$ cat config.mk
export PLATFORM = sky130hd
export DESIGN_NAME = minute_mark_phase_detector
export DESIGN_NICKNAME = d
export VERILOG_FILES = /design/src/sv/mmpd_pkg.sv /design/src/sv/minute_mark_phase_detector.sv /design/src/sv/mmpd_bin_store.sv /design/src/sv/mmpd_bin_alu.sv /design/src/sv/mmpd_peak_scan.sv
export SDC_FILE = /design/constraint.sdc
export NUM_CORES = 1
export LEC_CHECK = 0
export BUFFER_PORTS_ARGS = -buffer_cell sky130_fd_sc_hd__buf_2
export CORE_MARGIN = 2
export CORE_UTILIZATION = 44
export CTS_BUF_LIST = sky130_fd_sc_hd__clkbuf_8
export DETAILED_ROUTE_END_ITERATION = 6
export SETUP_SLACK_MARGIN = 0.15
export SYNTH_ARGS = -nofsm -noshare
export SYNTH_HDL_FRONTEND = slang
export SYNTH_SLANG_ARGS = --single-unit
$ cat constraint.sdc
create_clock -name clock -period 6.39 [get_ports clock]
set_input_delay 0.9585 -clock clock [delete_from_list [all_inputs] [get_ports clock]]
set_output_delay 0.9585 -clock clock [all_outputs]
set_load 0.01 [all_outputs]
$ cat src/sv/mmpd_pkg.sv
package mmpd_pkg;

   localparam int NUM_BINS  = 60;
   localparam int BIN_AW    = $clog2(NUM_BINS);
   localparam int SCORE_W   = 8;
   localparam int SYM_W     = 2;
   localparam int POS_W     = 6;
   localparam int AMT_W     = 3;
   localparam int BACK_DIST = 21;

   localparam logic [SCORE_W-1:0] SCORE_MAX  = 8'd255;
   localparam logic [SCORE_W-1:0] THR_RESET  = 8'd12;
   localparam logic [AMT_W-1:0]   SYNC_BONUS = 3'd6;
   localparam logic [AMT_W-1:0]   PENALTY    = 3'd2;
   localparam logic [AMT_W-1:0]   BIT_BONUS  = 3'd1;
   localparam logic [AMT_W-1:0]   NO_CHANGE  = 3'd0;

   typedef logic [BIN_AW-1:0]  bin_addr_type;
   typedef logic [SCORE_W-1:0] score_type;

   typedef enum logic [SYM_W-1:0] {
      SYM_SYNC  = 2'd0,
      SYM_UNDEF = 2'd1,
      SYM_ZERO  = 2'd2,
      SYM_ONE   = 2'd3
   } symbol_type;

   typedef enum logic [1:0] {
      TGT_CUR,
      TGT_PREV,
      TGT_NEXT,
      TGT_BACK
   } tgt_type;

   typedef struct packed {
      tgt_type          tgt;
      logic             sub;
      logic [AMT_W-1:0] amt;
   } bin_op_type;

   typedef struct packed {
      logic         en;
      bin_addr_type addr;
      score_type    data;
   } bin_wr_type;

   typedef struct packed {
      logic         clear;
      logic         step;
      bin_addr_type idx;
   } scan_ctl_type;

   typedef struct packed {
      score_type    peak;
      score_type    runner;
      bin_addr_type idx;
   } scan_res_type;

   // Four update slots per symbol; bins touched in one symbol are distinct,
   // so slot order does not matter. Unused slots add nothing to the current bin.
   function automatic bin_op_type slot_op(input symbol_type sym, input logic [1:0] slot);
      bin_op_type op;
      op = '{tgt: TGT_CUR, sub: 1'b0, amt: NO_CHANGE};
      case (sym)
         SYM_SYNC: begin
            case (slot)
               2'd0:    op = '{tgt: TGT_CUR,  sub: 1'b0, amt: SYNC_BONUS};
               2'd1:    op = '{tgt: TGT_PREV, sub: 1'b1, amt: PENALTY};
               2'd2:    op = '{tgt: TGT_BACK, sub: 1'b1, amt: PENALTY};
               default: op = '{tgt: TGT_NEXT, sub: 1'b1, amt: PENALTY};
            endcase
         end
         SYM_UNDEF: begin
            case (slot)
               2'd0:    op = '{tgt: TGT_CUR,  sub: 1'b1, amt: PENALTY};
               2'd1:    op = '{tgt: TGT_PREV, sub: 1'b1, amt: PENALTY};
               2'd2:    op = '{tgt: TGT_BACK, sub: 1'b1, amt: PENALTY};
               default: op = '{tgt: TGT_CUR,  sub: 1'b0, amt: NO_CHANGE};
            endcase
         end
         SYM_ZERO: begin
            case (slot)
               2'd0:    op = '{tgt: TGT_PREV, sub: 1'b0, amt: BIT_BONUS};
               2'd1:    op = '{tgt: TGT_BACK, sub: 1'b1, amt: PENALTY};
               2'd2:    op = '{tgt: TGT_CUR,  sub: 1'b1, amt: PENALTY};
               default: op = '{tgt: TGT_CUR,  sub: 1'b0, amt: NO_CHANGE};
            endcase
         end
         default: begin
            case (slot)
               2'd0:    op = '{tgt: TGT_BACK, sub: 1'b0, amt: BIT_BONUS};
               2'd1:    op = '{tgt: TGT_PREV, sub: 1'b1, amt: PENALTY};
               2'd2:    op = '{tgt: TGT_CUR,  sub: 1'b1, amt: PENALTY};
               default: op = '{tgt: TGT_CUR,  sub: 1'b0, amt: NO_CHANGE};
            endcase
         end
      endcase
      return op;
   endfunction

endpackage

$ cat src/sv/minute_mark_phase_detector.sv
// Minute mark phase detector.
// Input channel req_*: one decoded second symbol per item (sync mark,
// undefined, zero, one), valid/ready handshake. Result channel rsp_*: one
// item per symbol with the peak bin index, peak and runner-up scores, lock
// state and a lock-toggle flag. csr_wr_en/csr_wr_data write the lock
// threshold; write it only while the block is idle.
// Each item runs on a small sequencer around one score memory with a single
// read and write port: four read/modify/write passes through the saturating
// adder, then a scan of one bin per cycle over all NUM_BINS bins, a drain
// state that empties the read pipeline and a finish state that forms the
// result. req_ready is low from the accepted item until its result is loaded
// into the output register, so a new item waits until the last is through.
// A finished result sits in the output register; the next item is accepted
// while it waits. If rsp_ready stays low, the following result waits at the
// end of its scan until the register frees up.
// Reset clears all bins (per-bin valid flags, no sweep), the position, the
// lock flag, and sets the threshold to 12.
module minute_mark_phase_detector (
   input  logic                         clock,
   input  logic                         reset,
   input  logic                         req_valid,
   output logic                         req_ready,
   input  logic [mmpd_pkg::SYM_W-1:0]   req_symbol,
   output logic                         rsp_valid,
   input  logic                         rsp_ready,
   output logic [mmpd_pkg::POS_W-1:0]   rsp_mark_position,
   output logic [mmpd_pkg::SCORE_W-1:0] rsp_peak_score,
   output logic [mmpd_pkg::SCORE_W-1:0] rsp_runner_up_score,
   output logic                         rsp_is_locked,
   output logic                         rsp_lock_changed,
   input  logic                         csr_wr_en,
   input  logic [mmpd_pkg::SCORE_W-1:0] csr_wr_data
);
   import mmpd_pkg::*;

   typedef enum logic [2:0] {
      ST_IDLE,
      ST_UPD_RD,
      ST_UPD_WR,
      ST_SCAN,
      ST_DRAIN,
      ST_FINISH
   } state_type;

   state_type    state_ff,    state_in;
   symbol_type   sym_ff,      sym_in;
   logic [1:0]   slot_ff,     slot_in;
   bin_addr_type pos_ff,      pos_in;
   bin_addr_type scan_cnt_ff, scan_cnt_in;
   logic         cmp_valid_ff, cmp_valid_in;
   bin_addr_type cmp_idx_ff,  cmp_idx_in;
   logic         locked_ff,   locked_in;
   score_type    thr_ff,      thr_in;
   logic         rsp_valid_ff, rsp_valid_in;
   logic [POS_W-1:0] pos_out_ff, pos_out_in;
   score_type    peak_out_ff,   peak_out_in;
   score_type    runner_out_ff, runner_out_in;
   logic         lock_out_ff,   lock_out_in;
   logic         chg_out_ff,    chg_out_in;

   bin_op_type   cur_op;
   bin_addr_type prev_pos, next_pos, back_pos, tgt_addr, rd_addr;
   score_type    rd_data, alu_out, margin;
   bin_wr_type   wr;
   scan_ctl_type scan_ctl;
   scan_res_type scan_res;
   logic         locked_new, out_free;

   assign cur_op   = slot_op(sym_ff, slot_ff);
   assign next_pos = (pos_ff == BIN_AW'(NUM_BINS - 1)) ? '0 : pos_ff + 1'b1;
   assign prev_pos = (pos_ff == '0) ? BIN_AW'(NUM_BINS - 1) : pos_ff - 1'b1;
   assign back_pos = (pos_ff >= BIN_AW'(BACK_DIST)) ? pos_ff - BIN_AW'(BACK_DIST)
                                                     : pos_ff + BIN_AW'(NUM_BINS - BACK_DIST);

   always_comb begin
      case (cur_op.tgt)
         TGT_CUR:  tgt_addr = pos_ff;
         TGT_PREV: tgt_addr = prev_pos;
         TGT_NEXT: tgt_addr = next_pos;
         TGT_BACK: tgt_addr = back_pos;
         default:  tgt_addr = pos_ff;
      endcase
   end

   assign rd_addr  = (state_ff == ST_UPD_RD) ? tgt_addr : scan_cnt_ff;
   assign wr       = '{en: (state_ff == ST_UPD_WR), addr: tgt_addr, data: alu_out};
   assign scan_ctl = '{clear: (state_ff == ST_UPD_RD) && (slot_ff == 2'd0),
                       step: cmp_valid_ff, idx: cmp_idx_ff};

   mmpd_bin_store u_store (
      .clock   (clock),
      .reset   (reset),
      .rd_addr (rd_addr),
      .wr      (wr),
      .rd_data (rd_data)
   );

   mmpd_bin_alu u_alu (
      .value  (rd_data),
      .op     (cur_op),
      .result (alu_out)
   );

   mmpd_peak_scan u_scan (
      .clock (clock),
      .reset (reset),
      .ctl   (scan_ctl),
      .data  (rd_data),
      .res   (scan_res)
   );

   assign margin     = scan_res.peak - scan_res.runner;
   assign locked_new = margin > thr_ff;
   assign out_free   = !rsp_valid_ff || rsp_ready;

   always_comb begin
      state_in      = state_ff;
      sym_in        = sym_ff;
      slot_in       = slot_ff;
      pos_in        = pos_ff;
      scan_cnt_in   = scan_cnt_ff;
      cmp_valid_in  = (state_ff == ST_SCAN);
      cmp_idx_in    = scan_cnt_ff;
      locked_in     = locked_ff;
      thr_in        = csr_wr_en ? csr_wr_data : thr_ff;
      rsp_valid_in  = rsp_valid_ff && !rsp_ready;
      pos_out_in    = pos_out_ff;
      peak_out_in   = peak_out_ff;
      runner_out_in = runner_out_ff;
      lock_out_in   = lock_out_ff;
      chg_out_in    = chg_out_ff;

      case (state_ff)
         ST_IDLE: begin
            if (req_valid) begin
               sym_in   = symbol_type'(req_symbol);
               slot_in  = '0;
               state_in = ST_UPD_RD;
            end
         end
         ST_UPD_RD: begin
            state_in = ST_UPD_WR;
         end
         ST_UPD_WR: begin
            slot_in = slot_ff + 1'b1;
            if (slot_ff == 2'd3) begin
               pos_in      = next_pos;
               scan_cnt_in = '0;
               state_in    = ST_SCAN;
            end else begin
               state_in = ST_UPD_RD;
            end
         end
         ST_SCAN: begin
            // counter parks on the last bin so the read address stays in range
            if (scan_cnt_ff == BIN_AW'(NUM_BINS - 1)) begin
               state_in = ST_DRAIN;
            end else begin
               scan_cnt_in = scan_cnt_ff + 1'b1;
            end
         end
         ST_DRAIN: begin
            state_in = ST_FINISH;
         end
         ST_FINISH: begin
            if (out_free) begin
               locked_in     = locked_new;
               rsp_valid_in  = 1'b1;
               pos_out_in    = POS_W'(scan_res.idx);
               peak_out_in   = scan_res.peak;
               runner_out_in = scan_res.runner;
               lock_out_in   = locked_new;
               chg_out_in    = locked_new != locked_ff;
               state_in      = ST_IDLE;
            end
         end
         default: begin
            state_in = ST_IDLE;
         end
      endcase
   end

   always_ff @(posedge clock) begin
      if (reset) begin
         state_ff      <= ST_IDLE;
         slot_ff       <= '0;
         pos_ff        <= '0;
         scan_cnt_ff   <= '0;
         cmp_valid_ff  <= 1'b0;
         locked_ff     <= 1'b0;
         thr_ff        <= THR_RESET;
         rsp_valid_ff  <= 1'b0;
      end else begin
         state_ff      <= state_in;
         slot_ff       <= slot_in;
         pos_ff        <= pos_in;
         scan_cnt_ff   <= scan_cnt_in;
         cmp_valid_ff  <= cmp_valid_in;
         locked_ff     <= locked_in;
         thr_ff        <= thr_in;
         rsp_valid_ff  <= rsp_valid_in;
      end
      sym_ff        <= sym_in;
      cmp_idx_ff    <= cmp_idx_in;
      pos_out_ff    <= pos_out_in;
      peak_out_ff   <= peak_out_in;
      runner_out_ff <= runner_out_in;
      lock_out_ff   <= lock_out_in;
      chg_out_ff    <= chg_out_in;
   end

   assign req_ready           = (state_ff == ST_IDLE);
   assign rsp_valid           = rsp_valid_ff;
   assign rsp_mark_position   = pos_out_ff;
   assign rsp_peak_score      = peak_out_ff;
   assign rsp_runner_up_score = runner_out_ff;
   assign rsp_is_locked       = lock_out_ff;
   assign rsp_lock_changed    = chg_out_ff;

   a_runner_le_peak: assert property (@(posedge clock) disable iff (reset)
      scan_res.runner <= scan_res.peak)
      else $error("runner-up score above peak");

   a_pos_in_ring: assert property (@(posedge clock) disable iff (reset)
      pos_ff <= BIN_AW'(NUM_BINS - 1))
      else $error("position outside ring");

   a_busy_after_accept: assert property (@(posedge clock) disable iff (reset)
      req_valid && req_ready |=> !req_ready && !wr.en)
      else $error("item accepted while busy or write without read");

   a_result_after_finish: assert property (@(posedge clock) disable iff (reset)
      !rsp_valid_ff && rsp_valid_in |-> state_ff == ST_FINISH)
      else $error("result raised outside finish");

endmodule

$ cat src/sv/mmpd_bin_store.sv
module mmpd_bin_store (
   input  logic                   clock,
   input  logic                   reset,
   input  mmpd_pkg::bin_addr_type rd_addr,
   input  mmpd_pkg::bin_wr_type   wr,
   output mmpd_pkg::score_type    rd_data
);
   import mmpd_pkg::*;

   score_type    mem_ff [NUM_BINS];
   logic         valid_ff [NUM_BINS];
   score_type    rd_data_ff;
   logic         rd_valid_ff;

   always_ff @(posedge clock) begin
      if (wr.en) begin
         mem_ff[wr.addr] <= wr.data;
      end
      rd_data_ff <= mem_ff[rd_addr];
   end

   // a bin never written since reset reads as zero
   always_ff @(posedge clock) begin
      if (reset) begin
         for (int i = 0; i < NUM_BINS; i++) begin
            valid_ff[i] <= 1'b0;
         end
         rd_valid_ff <= 1'b0;
      end else begin
         if (wr.en) begin
            valid_ff[wr.addr] <= 1'b1;
         end
         rd_valid_ff <= valid_ff[rd_addr];
      end
   end

   assign rd_data = rd_valid_ff ? rd_data_ff : '0;

endmodule

$ cat src/sv/mmpd_bin_alu.sv
module mmpd_bin_alu (
   input  mmpd_pkg::score_type  value,
   input  mmpd_pkg::bin_op_type op,
   output mmpd_pkg::score_type  result
);
   import mmpd_pkg::*;

   logic [SCORE_W:0] sum;
   score_type        amt_ext;

   assign amt_ext = SCORE_W'(op.amt);
   assign sum     = {1'b0, value} + {1'b0, amt_ext};

   always_comb begin
      if (op.sub) begin
         result = (value <= amt_ext) ? '0 : value - amt_ext;
      end else begin
         result = sum[SCORE_W] ? SCORE_MAX : sum[SCORE_W-1:0];
      end
   end

endmodule

$ cat src/sv/mmpd_peak_scan.sv
module mmpd_peak_scan (
   input  logic                   clock,
   input  logic                   reset,
   input  mmpd_pkg::scan_ctl_type ctl,
   input  mmpd_pkg::score_type    data,
   output mmpd_pkg::scan_res_type res
);
   import mmpd_pkg::*;

   score_type    peak_ff,   peak_in;
   score_type    runner_ff, runner_in;
   bin_addr_type idx_ff,    idx_in;

   always_comb begin
      peak_in   = peak_ff;
      runner_in = runner_ff;
      idx_in    = idx_ff;
      if (ctl.clear) begin
         peak_in   = '0;
         runner_in = '0;
         idx_in    = '0;
      end else if (ctl.step) begin
         // equal score takes over the peak, so the last tied bin wins
         if (data >= peak_ff) begin
            runner_in = peak_ff;
            peak_in   = data;
            idx_in    = ctl.idx;
         end else if (data > runner_ff) begin
            runner_in = data;
         end
      end
   end

   always_ff @(posedge clock) begin
      if (reset) begin
         peak_ff   <= '0;
         runner_ff <= '0;
         idx_ff    <= '0;
      end else begin
         peak_ff   <= peak_in;
         runner_ff <= runner_in;
         idx_ff    <= idx_in;
      end
   end

   assign res = '{peak: peak_ff, runner: runner_ff, idx: idx_ff};

endmodule
==> Word level (Yosys, flattened, before mapping) <==
Memories as Yosys holds them, arrays and structs flattened. A register that Yosys moved wholly into a read port is not among the register bits.
Cells that the tools add are included.
{ "totals": {"ff_bits": 82, "latchBits": 0, "ram_bits": 540, "rom_bits": 0, "input_bits": 15, "output_inout_bits": 26, "elab_cells": 115, "memories": 2} }
{ "memory_table": {"columns": ["name", "words", "width", "read_ports", "rd_ports_with_merged_regs", "wr", "line_no", "text"], "rows": [
  ["u_store.mem_ff", 60, 8, 1, 1, 1, "mmpd_bin_store.sv:10", "score_type mem_ff [NUM_BINS];"],
  ["u_store.valid_ff", 60, 1, 1, 1, 60, "mmpd_bin_store.sv:11", "logic valid_ff [NUM_BINS];"]
]} }
{ "classes": {"n_addsub": 9, "mul": 0, "n_div": 0, "magnitude_cmp": 5, "n_eq_ne": 21, "shift": 0, "n_mux": 37, "bitwise_logic": 0, "reduce_logical": 23} }
{ "ops": {"columns": ["operator", "count"], "rows": [
  ["$pmux W6 S3", 5],
  ["$mux W8", 6],
  ["$mux W6", 7],
  ["$pmux W6 S4", 1],
  ["$pmux W3 S6", 1],
  ["$gt A8 B8 Y1", 2],
  ["$add A6 B1 Y6 const B", 2],
  ["$eq A6 B6 Y1 const B", 2],
  ["$pmux W6 S2", 1],
  ["$reduce_and A2 Y1", 6],
  ["$eq A2 B2 Y1 const B", 5],
  ["$mux W1", 10],
  ["$add A8 B3 Y9", 1],
  ["$mux W3", 3],
  ["$ge A8 B8 Y1", 1],
  ["$le A8 B3 Y1", 1],
  ["$ne A2 B2 Y1 const B", 4],
  ["$sub A8 B3 Y8", 1],
  ["$sub A8 B8 Y8", 1],
  ["$add A6 B6 Y6 const B", 1],
  ["$eq A2 B1 Y1 const B", 3],
  ["$eq A3 B2 Y1 const B", 2],
  ["$eq A3 B3 Y1 const B", 2],
  ["$ge A6 B5 Y1 const B", 1],
  ["other kinds (18)", 26]
]} }

==> Depth between registers and ports, before layout <==
Gate-level depths: netlist (run 1).
{ "depth": {"depth_word": 6, "depth_mapped": 18, "ltp_nobuf": 16} }

==> By module <==
From an unflattened synthesis (run 1), not the netlist that was laid out.
{ "hier_totals": {"hier_cells": 1722, "area_unflattened_um2": 26763.2} }
{ "modules_own_cells": {"columns": ["module", "instances", "cells_per_inst", "area_each_um2", "seq_area_each_um2"], "rows": [
  ["mmpd_bin_store", 1, 1076, 21171.6, 15875.2],
  ["minute_mark_phase_detector", 1, 358, 3397.0, 1461.4],
  ["mmpd_peak_scan", 1, 209, 1620.3, 440.4],
  ["mmpd_bin_alu", 1, 79, 574.3, 0.0]
]} }

==> Least setup slack after synthesis (run 1) <==
Ideal clock, no wire load.
{ "synth_path": {"path_kind": "flip-flop to flip-flop", "startpoint": "reg slot_ff[0]", "endpoint": "mem u_store.mem_ff[0][6] (netlist bit), data pin", "setup_time_ns": 0.697, "arrival_time_ns": 4.406, "required_time_ns": 5.693, "setup_slack_ns": 1.287, "path_stages_with_launch": 11, "n_path_buf": 0, "synth_period_minus_slack_ns": 5.103, "path_cell_list": "dfxtp_1 > inv_1 > ha_1 > nand2b_1 > o21a_1 > fa_1 > inv_1 > o21bai_1 > nand2_1 > nor3_1 > o32ai_1"} }
{ "synth_between": {"elab_chain_cells": 6} }
{ "synth_lines": {"columns": ["item", "line_no", "text"], "rows": [
  ["start: declaration", "minute_mark_phase_detector.sv:47", "logic [1:0] slot_ff, slot_in;"],
  ["start signal: assignment", "minute_mark_phase_detector.sv:195", "slot_ff <= slot_in;"],
  ["$eq A2 B2 Y1 (tied with other cells)", null, null],
  ["$pmux W6 S3 (on tied branches)", null, null],
  ["$pmux W6 S3 (*)", "mmpd_pkg.sv:64", "case (sym)"],
  ["$add A8 B3 Y9 (tied with other cells)", "mmpd_bin_alu.sv:12", "assign sum = {1'b0, value} + {1'b0, amt_ext};"],
  ["$mux W8 (on tied branches)", "mmpd_bin_alu.sv:18, mmpd_bin_alu.sv:16", null],
  ["$mux W8 (*)", "mmpd_bin_alu.sv:15", "if (op.sub) begin"],
  ["via alu_out[6]", "minute_mark_phase_detector.sv:63", "score_type rd_data, alu_out, margin;"],
  ["end: declaration", "mmpd_bin_store.sv:10", null]
]} }
The timed path passes the listed nets; every way through them passes the cells marked *.

==> Worst setup path in the final report (run 1) <==
{ "layout_path": {"startpoint": "reg slot_ff[0]", "endpoint": "reg u_store.rd_data_ff[3] (read register of u_store.mem_ff)"} }
{ "layout_between": {"elab_chain_cells": 6} }
{ "layout_lines": {"columns": ["item", "line_no", "text"], "rows": [
  ["$eq A2 B2 Y1 (tied with other cells)", null, null],
  ["$pmux W6 S3 (on tied branches)", null, null],
  ["$pmux W6 S3 (*)", "mmpd_pkg.sv:64", null],
  ["$eq A2 B2 Y1 (tied with other cells)", "minute_mark_phase_detector.sv:76", "case (cur_op.tgt)"],
  ["$pmux W6 S4 (*)", "minute_mark_phase_detector.sv:76", null],
  ["$mux W6 (*)", "minute_mark_phase_detector.sv:85", "assign rd_addr = (state_ff == ST_UPD_RD) ? tgt_addr : scan_cnt_ff;"],
  ["end: declaration", "mmpd_bin_store.sv:12", "score_type rd_data_ff;"]
]} }
Mark *: on every way between the ends. The rest lies on a longest branch, timed or not.
A chain may end at the register's enable or synchronous reset.

==> results.sh, run 1 <==
export IMPL_grt_pass1_wl_microns=98400
export IMPL_dr_first_iter_drc_count=1467
export IMPL_synth_flop_cell="edfxtp_1"
export IMPL_post_cts_resized=0
export IMPL_wl_per_cell_microns=24.0
export IMPL_final_util_pct=50.2
export IMPL_synth_seq_cells=635
export IMPL_htree_levels=3
export IMPL_min_to="cmp_idx_ff[4]"
export IMPL_rsz0062_at_grt="no"
export IMPL_antenna_found_initial=1
export IMPL_clk_pin_slew_ns=0.06
export IMPL_leakage_nw=10.1
export IMPL_cts_sinks=635
export IMPL_start_kind="register"
export IMPL_reg2reg_slack_ns=1.70
export IMPL_area_growth_pct=12.1
export IMPL_netlist_area_sq_um=26500
export IMPL_finalMaxSlewViolations=0
export IMPL_synth_top_cell_area_share_pct=57.4
export IMPL_grt_use_total_pct=21.1
export IMPL_syn_instance_count=1780
export IMPL_fmax_ghz=0.213
export IMPL_die_area_sq_um=62200
export IMPL_port_buffers=40
export IMPL_critPathArrivalTime_ns=5.25
export IMPL_drc=0
export IMPL_grt_start_max_net_pins=70
export IMPL_dp_slack_ns=1.71
export IMPL_p_total_mw=9.98
export IMPL_core_area_sq_um=59200
export IMPL_worst_pin_slew_ns=1.23
export IMPL_synth_fp_nets=1845
export IMPL_setup_violations=0
export IMPL_synth_edff_count=506
export IMPL_grt_pass1_vias=15669
export IMPL_dp_hpwl_microns=41200
export IMPL_pwr_share_comb_pct=15.7
export IMPL_pwr_share_clk_pct=35.0
export IMPL_chipHeight_microns=249
export IMPL_critPathKind="reg -> reg"
export IMPL_p_seq_share_pct=49.2
export IMPL_dr_pass1_iters=5
export IMPL_ctsHoldBuffers=0
export IMPL_final_common_cell="edfxtp_1"
export IMPL_cts_root_buf="clkbuf_8"
export IMPL_max_vdd_ir_drop_uv=226
export IMPL_yosys_warnings=0
export IMPL_layout_drive_gt1_share_pct=17.7
export IMPL_finalSetupTns_ns=0
export IMPL_intPower_mw=7.26
export IMPL_vias=15734
export IMPL_cts_tree="done"
export IMPL_cp_required_ns=6.95
export IMPL_stdcell_count=2716
export IMPL_skew_ns=0.0346
export IMPL_cts_made_buffers=100
export IMPL_hold_class="reg -> reg"
export IMPL_rows=89
export IMPL_post_cts_buffers=0
export IMPL_outcome="completed"
export IMPL_dp_cells=2528
export IMPL_fin_crit_ns=4.69
export IMPL_grt_ovfl_total=0
export IMPL_async_flop_share_pct=0
export IMPL_rr_startpoint="slot_ff[0]"
export IMPL_initial_utilization_pct=44.7
export IMPL_reg2reg_depth=11
export IMPL_ys_seq_area_share_pct=67.1
export IMPL_sw_frac_of_total_pct=27.2
export IMPL_rr_endpoint="u_store.rd_data_ff[3]"
export IMPL_yosys_top_cells_area="edfxtp_1 (57%), dfxtp_1 (9.7%), mux4_2 (8.7%)"
export IMPL_final_setup_worst_slack_ns=1.70
export IMPL_p_per_area_nw_per_um2=336
export IMPL_fin_crit_sh_pct=73.4
export IMPL_vias_per_cell=5.79
export IMPL_final_hold_viol_count=0
export IMPL_dieWidth_microns=249
export IMPL_clock_path_buffers=3
export IMPL_yosysTopAreaCell="edfxtp_1"
export IMPL_clk_latency_ns=0.69
export IMPL_max_cap_violations=0
export IMPL_hp_start="cmp_idx_in[4]"
export IMPL_syn_avg_cell_area_sq_um=14.9
export IMPL_wl_microns=65100
export IMPL_gp_congestion=0.874
export IMPL_critPathMaxFanout=57
export IMPL_mostFrequentLayoutCells="edfxtp_1 (506), nand2_1 (144), dfxtp_1 (129)"
export IMPL_maxSlewHeadroom_pct=17.8
export IMPL_fin_nets=1922
export IMPL_ios=41
export IMPL_synth_cell_types=70
export IMPL_end_kind="register"
export IMPL_whs_path_depth=0
export IMPL_switchingPower_mw=2.72
export IMPL_ant_nets=0
-- cell usage after synthesis (4+ instances only) --
master      n
a211oi_1   15
a21boi_1    4
a21o_1     14
a21oi_1    79
a221oi_1   27
a22oi_1     6
a31oi_1     6
and2_1      8
and3_1      6
buf_1      10
buf_2      21
buf_6       5
clkbuf_1   53
dfxtp_1   129
edfxtp_1  506
ha_1       47
inv_1      54
mux2_2      6
mux2i_1    71
mux4_2    102
nand2_1   146
nand2b_1   11
nand3_1    47
nand4_1     9
nor2_1    107
nor2b_1    10
nor3_1     26
nor4_1      6
o211a_1     4
o211ai_1    9
o21a_1     70
o21ai_0    34
o21ai_1    12
o21bai_1   12
o221ai_1    4
o22a_1      4
o22ai_1    19
o31ai_1    10
or4_1       6
xnor2_1    12
xor2_1      7
-- through the flow --
step | area [sq um] | hold slack, ns
floorplan | 26500 | 0.364
global placement | 27600 | 0.393
detailed placement | 27600 | 0.393
CTS | 29700 | 0.406
global route | 29700 | 0.427
finish | 29700 | 0.404
-- power groups by stage --
stage | sequential [mW] | clock, mW | combinational [mW]
floorplan | 4.99 | 0 | 1.01
global placement | 4.99 | 0 | 1.54
CTS | 4.91 | 3.57 | 1.58
finish | 4.91 | 3.49 | 1.57
detailed placement | 5.00 | 0 | 1.58
global route | 4.91 | 3.75 | 1.71
-- state kept, by name, indices dropped and copies added, names as in the netlist, 6 cells and up --
register             flops
cmp_idx_ff               6
cmp_idx_in               6
pos_ff                   6
rsp_mark_position        6
rsp_peak_score           8
rsp_runner_up_score      8
thr_ff                   8
u_scan.idx_ff            6
u_scan.peak_ff           8
u_scan.runner_ff         8
u_store.mem_ff         480
u_store.rd_data_ff       8
u_store.valid_ff        64
-- how the worst max path moves through the flow --
stage,from,to,slack [ns],cells past startpoint
detailed placement,slot_ff[0],u_store.rd_data_ff[3],1.71,11
CTS,slot_ff[0],u_store.rd_data_ff[3],1.69,11
floorplan,slot_ff[0],u_store.mem_ff[0][6],1.29,10
finish,slot_ff[0],u_store.rd_data_ff[3],1.70,11
global route,slot_ff[0],u_store.rd_data_ff[3],1.41,11
global placement,slot_ff[0],u_store.rd_data_ff[3],1.85,11
-- cell type report --
| cell class | count | area (sq um) |
|---|---|---|
| diodes | 1 | 2.50 |
| clock buffers | 128 | 1760 |
| clock inverters | 59 | 333 |
| fillers | 4968 | 29500 |
| inverters | 54 | 203 |
| multi-input cells | 998 | 8210 |
| flip-flops and latches | 635 | 17800 |
| well taps | 773 | 967 |
| repair buffers | 68 | 460 |
-- worst max-delay path, stage by stage, from the launching register on --
cell and delay [ns]:
dfxtp_1 0.40, inv_1 0.13, ha_1 0.29, mux2i_1 0.31
a22o_1 0.39, o221a_2 0.32, a21o_4 0.75, buf_12 0.44
mux4_2 0.57, mux2i_1 0.26, o21ai_1 0.10, or4_1 0.47
-- kinds of logic (layout without fill, tap and decap cells) --
kind of cell	count (synthesis)	count (layout)	synth area share (%)
AOI/OAI and AO/OA	356	356	9.14
xor gates and xnor gates	19	19	0.628
adders and majority gates	50	50	2.45
buffers and inverters	147	309	2.37
DFF	635	635	67.1
muxes	180	180	11.7
other	0	1	0
and+or+nand+nor	393	393	6.61
-- routing by layer --
metal / up-vias / part of all wire (%) / track usage [%]
li1: 7088 / - / -
met1: 7945 / 42 / 28.1
met2: 586 / 47 / 33.4
met3: 115 / 7.2 / 4.52
met4: 0 / 3.8 / 9.62
met5: - / 0 / 0
Power figures use the tool's default switching activity.
==> inputs of run 2 (changes only) <==
==> constraint.sdc (replaced) <==
create_clock -name clock -period 4.85 [get_ports clock]
set_input_delay 0.7275 -clock clock [delete_from_list [all_inputs] [get_ports clock]]
set_output_delay 0.7275 -clock clock [all_outputs]
set_load 0.01 [all_outputs]
==> run 2 against run 1 <==
  * Setup slack got worse by 1.2 ns
  * Critical path depth increased by 1
  * Via count increased by 3.2%
  * Largest cell class unchanged
  * Highest routed layer unchanged
  * Clock skew increased by 0.0067 ns
  * Wire length increased by 4.3%
  * Sequential cell count unchanged
  * Hold slack got worse by 0.21 ns
==> results.sh, run 2 (same netlist as run 1, synthesis figures left out) <==
export IMPL_outcome="completed"
export IMPL_ant_nets=0
export IMPL_mostFrequentLayoutCells="edfxtp_1 (506), nand2_1 (144), dfxtp_1 (129)"
export IMPL_antenna_found_initial=0
export IMPL_fin_crit_sh_pct=90.7
export IMPL_wl_microns=67900
export IMPL_diodes=0
export IMPL_fin_nets=2001
export IMPL_grt_use_total_pct=21.8
export IMPL_final_common_cell="edfxtp_1"
export IMPL_p_per_area_nw_per_um2=437
export IMPL_fmax_ghz=0.227
export IMPL_grt_ovfl_total=0
export IMPL_path_cells="inv_1, ha_1, inv_1, or4_1, and3_1, a221oi_1, a32o_4, buf_4, mux2i_1, o22ai_1, nor4_1, o21ai_1"
export IMPL_final_hold_viol_count=0
export IMPL_area_growth_pct=14.4
export IMPL_clk_latency_ns=0.72
export IMPL_critPathMaxFanout=22
export IMPL_ios=41
export IMPL_htree_levels=3
export IMPL_critPathSlowestCell="a32o_4"
export IMPL_final_util_pct=51.2
export IMPL_dr_pass1_iters=6
export IMPL_max_cap_violations=0
export IMPL_cts_made_buffers=103
export IMPL_leakage_nw=10.6
export IMPL_cp_required_ns=5.42
export IMPL_clk_pin_slew_ns=0.06
export IMPL_cts_root_buf="clkbuf_8"
export IMPL_fin_hold_ws_ns=0.193
export IMPL_p_total_mw=13.3
export IMPL_reg2reg_slack_ns=0.45
export IMPL_grt_pass1_wl_microns=102000
export IMPL_fin_crit_ns=4.40
export IMPL_drc=0
export IMPL_worst_pin_slew_ns=0.986
export IMPL_max_vdd_ir_drop_uv=263
export IMPL_initial_utilization_pct=44.7
export IMPL_grt_pass1_vias=16250
export IMPL_dieWidth_microns=249
export IMPL_start_kind="register"
export IMPL_max_stage_delay_ns=0.56
export IMPL_largestRegisters="u_store.mem_ff (480), u_store.valid_ff (64)"
export IMPL_setup_violations=0
export IMPL_rsz0062_at_grt="no"
export IMPL_core_area_sq_um=59200
export IMPL_critPathKind="reg -> reg"
export IMPL_largest_register="u_store.mem_ff"
export IMPL_crit_top_cell="inv_1"
export IMPL_whs_path_depth=1
export IMPL_vias_per_cell=5.80
export IMPL_rows=89
export IMPL_vias=16244
export IMPL_maxSlewHeadroom_pct=33.8
export IMPL_reg2reg_depth=12
export IMPL_dp_hpwl_microns=43100
export IMPL_die_area_sq_um=62200
export IMPL_post_cts_resized=0
export IMPL_layout_drive_gt1_share_pct=20.4
export IMPL_finalSetupTns_ns=0
export IMPL_largest_reg_flops=480
export IMPL_finalMaxSlewViolations=0
export IMPL_port_buffers=40
export IMPL_dr_first_iter_drc_count=1442
export IMPL_wl_per_cell_microns=24.3
export IMPL_critPathArrivalTime_ns=4.97
export IMPL_cts_sinks=635
export IMPL_cts_tree="done"
export IMPL_chipHeight_microns=249
export IMPL_grt_start_max_net_pins=61
export IMPL_end_kind="register"
export IMPL_gp_congestion=0.855
export IMPL_hold_class="in -> reg"
export IMPL_skew_ns=0.0413
export IMPL_clock_path_buffers=3
## run 2: layer usage
layer	up-vias	wire length (microns)	track usage, %
met2	626	32300	35.6
met3	129	4270	3.60
li1	7240	-	-
met4	0	2250	8.90
met5	-	0	0
met1	8249	29100	29.2
## run 2: worst max-delay path: cells and delay by family, from the launching register on
kind,cells,cell delay [ns]
DFF,1,0.42
and+or+nand+nor,3,1.12
muxes,1,0.37
AOI/OAI and AO/OA,4,1.40
adders and majority gates,1,0.34
buffers and inverters,3,0.61
## run 2: worst paths after layout
check                          endpoint           from
setup / recovery  u_store.rd_data_ff[2]      pos_ff[0]
hold / removal                sym_ff[0]  req_symbol[0]
setup reg to reg  u_store.rd_data_ff[2]      pos_ff[0]
hold reg to reg           cmp_idx_ff[4]  cmp_idx_in[4]
## run 2: layout make-up
cell class / instances / area [sq um]
clock buffer: 120 / 1650
clock inverter: 75 / 445
fill: 4948 / 28900
inverter: 54 / 203
multi-input combinational: 999 / 8200
sequential: 635 / 17800
tap: 773 / 967
timing repair buffer: 143 / 1060
## run 2: repair_timing
item | 4_1_cts | 5_1_grt
setup buffers | 0 | 0
endpoints found under the setup margin | 0 | 1
hold buffers | 0 | 0
## run 2: report_power, final
group	switching [mW]	total, mW	leakage, nW	internal [mW]
clock	2.14	4.62	1.22	2.48
sequential	0.0607	6.46	5.66	6.40
combinational	1.49	2.17	3.69	0.676
## run 2: metrics by stage
step | worst slack, ns | cells | instance area [sq um]
floorplan | 0.518 | 1780 | 26500
global placement | 0.534 | 2603 | 28200
detailed placement | 0.421 | 2603 | 28200
CTS | 0.402 | 2798 | 30300
global route | 0.256 | 2799 | 30300
finish | 0.450 | 2799 | 30300
